## src/design/qdd_pkg.sv

```systemverilog
package qdd_pkg;

  localparam int unsigned RATE_W  = 10;
  localparam int unsigned STEPS_W = 4;
  localparam int unsigned COUNT_W = 5;
  localparam int unsigned CFG_W   = 10;
  localparam int unsigned IDX_W   = 1;
  localparam int unsigned NOW_W   = 32;

  localparam logic [RATE_W-1:0]  RATE_LIMIT_RST = 10'd35;
  localparam logic [STEPS_W-1:0] STEPS_RST      = 4'd4;

  // Register indexes on the configuration port.
  localparam logic [IDX_W-1:0] REG_RATE_LIMIT = 1'b0;
  localparam logic [IDX_W-1:0] REG_STEPS      = 1'b1;

  // Two-bit signed direction codes.
  localparam logic [1:0] DIR_NONE = 2'b00;
  localparam logic [1:0] DIR_POS  = 2'b01;
  localparam logic [1:0] DIR_NEG  = 2'b11;

  typedef enum logic [1:0] {
    STEP_NONE,
    STEP_UP,
    STEP_DOWN
  } step_e;

  typedef struct packed {
    logic       fire;
    logic [1:0] ab;
  } step_req_t;

  typedef struct packed {
    logic [RATE_W-1:0]  rate_limit;
    logic [STEPS_W-1:0] steps;
  } cfg_t;

  // Transition code is {previous A, previous B, A, B}.
  function automatic step_e step_of(input logic [3:0] trans);
    step_e s;
    unique case (trans) inside
      4'b0001, 4'b0111, 4'b1110, 4'b1000: s = STEP_DOWN;
      4'b0010, 4'b1011, 4'b1101, 4'b0100: s = STEP_UP;
      default:                            s = STEP_NONE;
    endcase
    return s;
  endfunction

endpackage

```

## src/design/quadrature_detent_decoder.sv

```systemverilog
// Channel    Dir  Handshake               Payload
// s_axis     in   tvalid/tready           tdata: enc_a, enc_b, now_ms
// m_axis     out  tvalid/tready           tdata: direction
// cfg        in   cfg_we_i (no wait)      cfg_idx_i, cfg_data_i
//
// One sample per cycle is accepted while results are taken; each sample is
// registered in the input register and its result in the output register
// that drives m_axis. Throughput is set by the state update in qdd_step.
// When m_axis stalls, one sample waits in the input register; s_axis_tready
// drops only when both registers are full and the result is not taken.
// Reset clears the decoder state and restores the default settings.
module quadrature_detent_decoder #(
  parameter int unsigned TIME_BITS = 32
) (
  input  logic                       clk_i,
  input  logic                       rst_ni,
  input  logic                       s_axis_tvalid,
  output logic                       s_axis_tready,
  // [0] enc_a, [1] enc_b, [33:2] now_ms, [39:34] zero
  input  logic [39:0]                s_axis_tdata,
  output logic                       m_axis_tvalid,
  input  logic                       m_axis_tready,
  // [1:0] direction, [7:2] zero
  output logic [7:0]                 m_axis_tdata,
  input  logic                       cfg_we_i,
  input  logic [qdd_pkg::IDX_W-1:0]  cfg_idx_i,
  input  logic [qdd_pkg::CFG_W-1:0]  cfg_data_i
);
  import qdd_pkg::*;

  cfg_t                 cfg_q;
  logic                 in_valid_q;
  logic [1:0]           in_ab_q;
  logic [NOW_W-1:0]     in_now_q;
  logic                 out_valid_q;
  logic [1:0]           out_dir_q;
  logic                 advance;
  logic                 s_fire;
  step_req_t            req;
  logic [1:0]           dir;
  logic [63:0]          now_ext;
  logic [TIME_BITS-1:0] now;

  assign advance       = !out_valid_q || m_axis_tready;
  assign s_axis_tready = !in_valid_q || advance;
  assign s_fire        = s_axis_tvalid && s_axis_tready;

  assign req.fire = in_valid_q && advance;
  assign req.ab   = {in_ab_q[0], in_ab_q[1]};
  assign now_ext  = {{(64-NOW_W){1'b0}}, in_now_q};
  assign now      = now_ext[TIME_BITS-1:0];

  qdd_step #(
    .TIME_BITS(TIME_BITS)
  ) u_step (
    .clk_i (clk_i),
    .rst_ni(rst_ni),
    .cfg_i (cfg_q),
    .req_i (req),
    .now_i (now),
    .dir_o (dir)
  );

  always_ff @(posedge clk_i or negedge rst_ni) begin
    if (!rst_ni) begin
      cfg_q.rate_limit <= RATE_LIMIT_RST;
      cfg_q.steps      <= STEPS_RST;
    end else if (cfg_we_i) begin
      unique case (cfg_idx_i)
        REG_RATE_LIMIT: cfg_q.rate_limit <= cfg_data_i[RATE_W-1:0];
        REG_STEPS:      cfg_q.steps      <= cfg_data_i[STEPS_W-1:0];
        default:        ;
      endcase
    end
  end

  always_ff @(posedge clk_i or negedge rst_ni) begin
    if (!rst_ni) begin
      in_valid_q  <= 1'b0;
      out_valid_q <= 1'b0;
    end else begin
      if (s_axis_tready) begin
        in_valid_q <= s_axis_tvalid;
      end
      if (advance) begin
        out_valid_q <= in_valid_q;
      end
    end
  end

  // in_ab_q holds {enc_b, enc_a} as packed in tdata.
  always_ff @(posedge clk_i) begin
    if (s_fire) begin
      in_ab_q  <= s_axis_tdata[1:0];
      in_now_q <= s_axis_tdata[33:2];
    end
    if (req.fire) begin
      out_dir_q <= dir;
    end
  end

  assign m_axis_tvalid = out_valid_q;
  assign m_axis_tdata  = {6'b0, out_dir_q};

endmodule

```

## src/design/qdd_step.sv

```systemverilog
module qdd_step #(
  parameter int unsigned TIME_BITS = 32
) (
  input  logic                clk_i,
  input  logic                rst_ni,
  input  qdd_pkg::cfg_t       cfg_i,
  input  qdd_pkg::step_req_t  req_i,
  input  logic [TIME_BITS-1:0] now_i,
  output logic [1:0]          dir_o
);
  import qdd_pkg::*;

  logic                       primed_q, primed_d;
  logic [1:0]                 prev_q, prev_d;
  logic signed [COUNT_W-1:0]  cnt_q, cnt_d;
  logic [TIME_BITS-1:0]       last_q, last_d;

  step_e                      st;
  logic signed [COUNT_W:0]    sum;
  logic [COUNT_W:0]           mag;
  logic [STEPS_W-1:0]         thr;
  logic [TIME_BITS-1:0]       elapsed;
  logic                       blocked;

  assign st      = step_of({prev_q, req_i.ab});
  assign sum     = {cnt_q[COUNT_W-1], cnt_q} +
                   ((st == STEP_UP) ? (COUNT_W+1)'(1) : {(COUNT_W+1){1'b1}});
  assign mag     = sum[COUNT_W] ? (COUNT_W+1)'(-sum) : (COUNT_W+1)'(sum);
  // With a setting of zero every valid step reaches a detent.
  assign thr     = cfg_i.steps;
  assign elapsed = now_i - last_q;
  assign blocked = (last_q != '0) &&
                   (elapsed < {{(TIME_BITS-RATE_W){1'b0}}, cfg_i.rate_limit});

  always_comb begin
    primed_d = primed_q;
    prev_d   = prev_q;
    cnt_d    = cnt_q;
    last_d   = last_q;
    dir_o    = DIR_NONE;
    if (req_i.fire) begin
      if (!primed_q) begin
        primed_d = 1'b1;
        prev_d   = req_i.ab;
      end else if (req_i.ab != prev_q) begin
        prev_d = req_i.ab;
        if (st == STEP_NONE) begin
          cnt_d = '0;
        end else if (mag >= {{(COUNT_W+1-STEPS_W){1'b0}}, thr}) begin
          cnt_d  = '0;
          last_d = now_i;
          if (!blocked) begin
            // Only a strictly positive count reports the positive direction.
            dir_o = (sum[COUNT_W] || (sum == '0)) ? DIR_NEG : DIR_POS;
          end
        end else begin
          cnt_d = sum[COUNT_W-1:0];
        end
      end
    end
  end

  always_ff @(posedge clk_i or negedge rst_ni) begin
    if (!rst_ni) begin
      primed_q <= 1'b0;
      prev_q   <= '0;
      cnt_q    <= '0;
      last_q   <= '0;
    end else begin
      primed_q <= primed_d;
      prev_q   <= prev_d;
      cnt_q    <= cnt_d;
      last_q   <= last_d;
    end
  end

endmodule

```

## config.mk

```make
export PLATFORM = sky130hd
export DESIGN_NAME = quadrature_detent_decoder
export DESIGN_NICKNAME = d
export VERILOG_FILES = /design/src/design/qdd_pkg.sv /design/src/design/quadrature_detent_decoder.sv /design/src/design/qdd_step.sv
export SDC_FILE = /design/constraint.sdc
export NUM_CORES = 1
export LEC_CHECK = 0
export BUFFER_PORTS_ARGS = -buffer_cell sky130_fd_sc_hd__buf_2
export CAP_MARGIN = 5
export CORE_ASPECT_RATIO = 1.5
export CORE_MARGIN = 5
export CORE_UTILIZATION = 45
export DETAILED_ROUTE_END_ITERATION = 6
export PLACE_DENSITY_LB_ADDON = 0.3
export SLEW_MARGIN = 30
export SYNTH_ARGS = -nofsm -noshare
export SYNTH_HDL_FRONTEND = slang
export SYNTH_SLANG_ARGS = --single-unit
```

## constraint.sdc

```tcl
create_clock -name clk_i -period 3.6 [get_ports clk_i]
set_input_delay 0.54 -clock clk_i [delete_from_list [all_inputs] [get_ports clk_i]]
set_output_delay 0.54 -clock clk_i [all_outputs]
set_load 0.1 [all_outputs]
```

==> flow_summary.ini <==
[power_and_ir_drop]
ir_drop_mv = 0.4595
p_comb_frac = 0.685
p_int_w = 0.004574
p_seq_frac = 0.203
switching_share = 0.4222
clkPwrFrac = 0.112
power.density_mw_per_mm2 = 1062
leakagePower_nw = 3.353
p_sw_w = 0.003342

[floorplanning]
die_area_mm2 = 0.01605
start_util = 0.4557
die_h_um = 152.7
die_x_um = 105.1
rows = 52
core_area_mm2 = 0.01340
pin_count = 66

[worst_setup_path]
end_kind = flip-flop
arrival_ps = 3920
timing.rr.end = u_step.last_q[8]
r2r_start = in_ab_q[0]
required_ps = 3830
r2r_cells = 18
startpoint = in_ab_q[0]
r2r_setup_slack_ps = -90
crit_type = flip-flop to flip-flop
startpoint_type = flip-flop
crit_fanout = 8
setup.worst_path.end = u_step.last_q[8]

[logic_synthesis]
synth_compound_area_frac = 0.1713
avgSynthCellArea_um2 = 10.49
synth_top_family_by_area = compound AO/OA/AOI/OAI gates
synth_simple_gate_area_share = 0.1123
synth_fa_ha_area_frac = 0.1090
yosysWarnings = 0
synth_area_mm2 = 0.006107
synthMuxAreaShare = 0.09814
synth_edf_count = 36
syn_inst = 582
async_flop_share = 0.6087
synth_top_flop_cell = dfrtp_1
synth.distinct_cells = 67
ys_ff_latch = 92
synthXorXnorAreaFrac = 0.04159
ys_seq_area_frac = 0.4073

[hold_path]
hold_path_class = input pin to asynchronous set/reset pin

[sta]
setup_ws_ps = -85.65
final-setup-viol-count = 32
tightestPinTransition_ps = 777.3
skew_ps = 10.03
slew_violations = 0
slew_headroom = 0.4818
tns_ps = -2325
post-route-min-period_ps = 3686
fmax_ghz = 0.2713
rsz0062_at_grt = true
hold_viol_final = 0
post-route-period-util = 1.024

[global_route]
grt_max_degree = 35
grt-ovfl-total = 0
grt_pass1_wl_um = 24790
grt_pass1_vias = 5037
grt.total_usage = 0.1884
antenna_found_initial = 0

[place]
place_congestion = 0.8700
portBuffers = 53
hpwl_um = 10970
dp_cells = 833

[clocking]
path_clk_slew_ps = 70
cts_tree = built
insertion_delay_ps = 350
cts_hold_buffers = 0
cts_root_buf = clkbuf_16
cts_buffers = 9
cts_buffer_depth = 2
clock_sinks = 92
htreeDepth = 3

[routing]
routed-via-count = 4845
initialDrtViolationCount = 226
vias_per_cell = 5.563
wl_um = 14840
postRouteAntennaNets = 0
drtPass1Iterations = 5
avgRoutedWirePerCell_um = 17.04
remaining_drc_errors = 0

[finish]
mostFrequentLayoutCell = buf_4
fin_util = 0.5560
fillers = 1187
diodes = 0
fin_nets = 812
area_growth_pct = 22.02
fin_cells = 871
drive_gt1_frac = 0.3103
final_cell_mix = buf_4, inv_1, buf_2

[job]
max_cap_violations = 0

[run_status]
outcome = finished, violations left
failed_checks = negative setup slack
[power by group through the flow]
stage | Sequential, W | Clock (W) | Combinational (W)
after global placement | 0.00161 | 0 | 0.00464
after floorplan | 0.00166 | 0 | 0.00347
after global routing | 0.00164 | 0.000952 | 0.00595
final | 0.00161 | 0.000883 | 0.00543
after detailed placement | 0.00162 | 0 | 0.00473
after CTS | 0.00161 | 0.000909 | 0.00520
[worst min path at each step]
stage                         start              end  slack, ps  cells past startpoint
global placement         in_valid_q    m_axis_tvalid        470                      1
CTS                          rst_ni         cfg_q[1]        290                      1
global route                 rst_ni         cfg_q[1]        330                      1
floorplan                    rst_ni         cfg_q[0]        240                      0
detailed placement  u_step.cnt_q[3]  u_step.cnt_q[3]        480                      2
finish                       rst_ni         cfg_q[1]        260                      1
[critical path, stage by stage (launching register included)]
cell and delay, ps:
edfxtp_1 430, xor2_2 230, nand2_4 110, ha_4 230, a21o_1 190, a21oi_2 140, o21bai_1 90, mux2_4 340
buf_6 130, nor2_4 70, xnor2_1 140, ha_1 270, a21o_2 230, a21oi_4 150, o311ai_4 130, nand3_4 140
nor2_4 70, buf_12 170, mux2_4 290
[timing repair]
action / 4_1_cts / 5_1_grt
gates resized for setup: 21 / 9
pin swaps: 34 / 15
cloned: 2 / 0
endpoints found under the setup margin: 34 / 39
setup buffers: 17 / 6
[sequential cells by signal (all words and copies together) (netlist names)]
register	flops
in_now_q	32
u_step.last_q	32
cfg_q	14
u_step.cnt_q	5
in_ab_q	2
out_dir_q	2
u_step.prev_q	2
in_valid_q	1
m_axis_tvalid	1
u_step.primed_q	1
[cell type report]
class	instances	area [um^2]	area share
clock inverter	4	26.28	0.003526
inverter	57	214.0	0.02871
clock buffer	12	246.5	0.03308
timing repair buffer	124	850.8	0.1142
multi-input combinational	420	3425	0.4595
sequential	92	2487	0.3338
tap	162	202.7	0.02720
[cells by family (layout without fill, tap and decap cells)]
family	count (synthesis)	after routing
buf+inv	76	197
fa+ha+maj	52	52
compound gates	156	156
flops	92	92
simple gates	133	134
mux	43	43
other cells	1	6
xor+xnor	29	29
[Yosys cell counts, types with 11 or more instances]
library cell,instances,share of area
a21oi_1,42,0.034
nand2_1,47,0.029
ha_1,50,0.10
edfxtp_1,36,0.18
o21ai_0,33,0.027
o211ai_1,11,0.014
nand4_1,11,0.011
dfrtp_1,52,0.21
mux2_4,31,0.076
o21a_1,13,0.016
xnor2_1,12,0.017
inv_1,57,0.035
xor2_1,17,0.024
nor2_1,22,0.014
[per-stage QoR]
stage / setup slack [ps] / area [um^2] / total power, W / hold slack, ps
2_1_floorplan: 3.955 / 6182 / 0.005128 / 244.4
3_3_place_gp: -303.4 / 6874 / 0.006249 / 470.3
3_5_place_dp: -396.2 / 6874 / 0.006351 / 483.2
4_1_cts: -210.0 / 7365 / 0.007714 / 291.2
5_1_grt: -263.4 / 7452 / 0.008538 / 332.5
6_report: -85.65 / 7452 / 0.007916 / 255.2
[metal layers]
layer  track usage  vias to the layer above  wire [um]
met5             0                        -          0
met4       0.06886                        0        374
met3       0.02671                       27        456
met2        0.3502                      102       8157
met1        0.2153                     2366       5854
li1              -                     2350          -
Power figures use the tool's default switching activity.
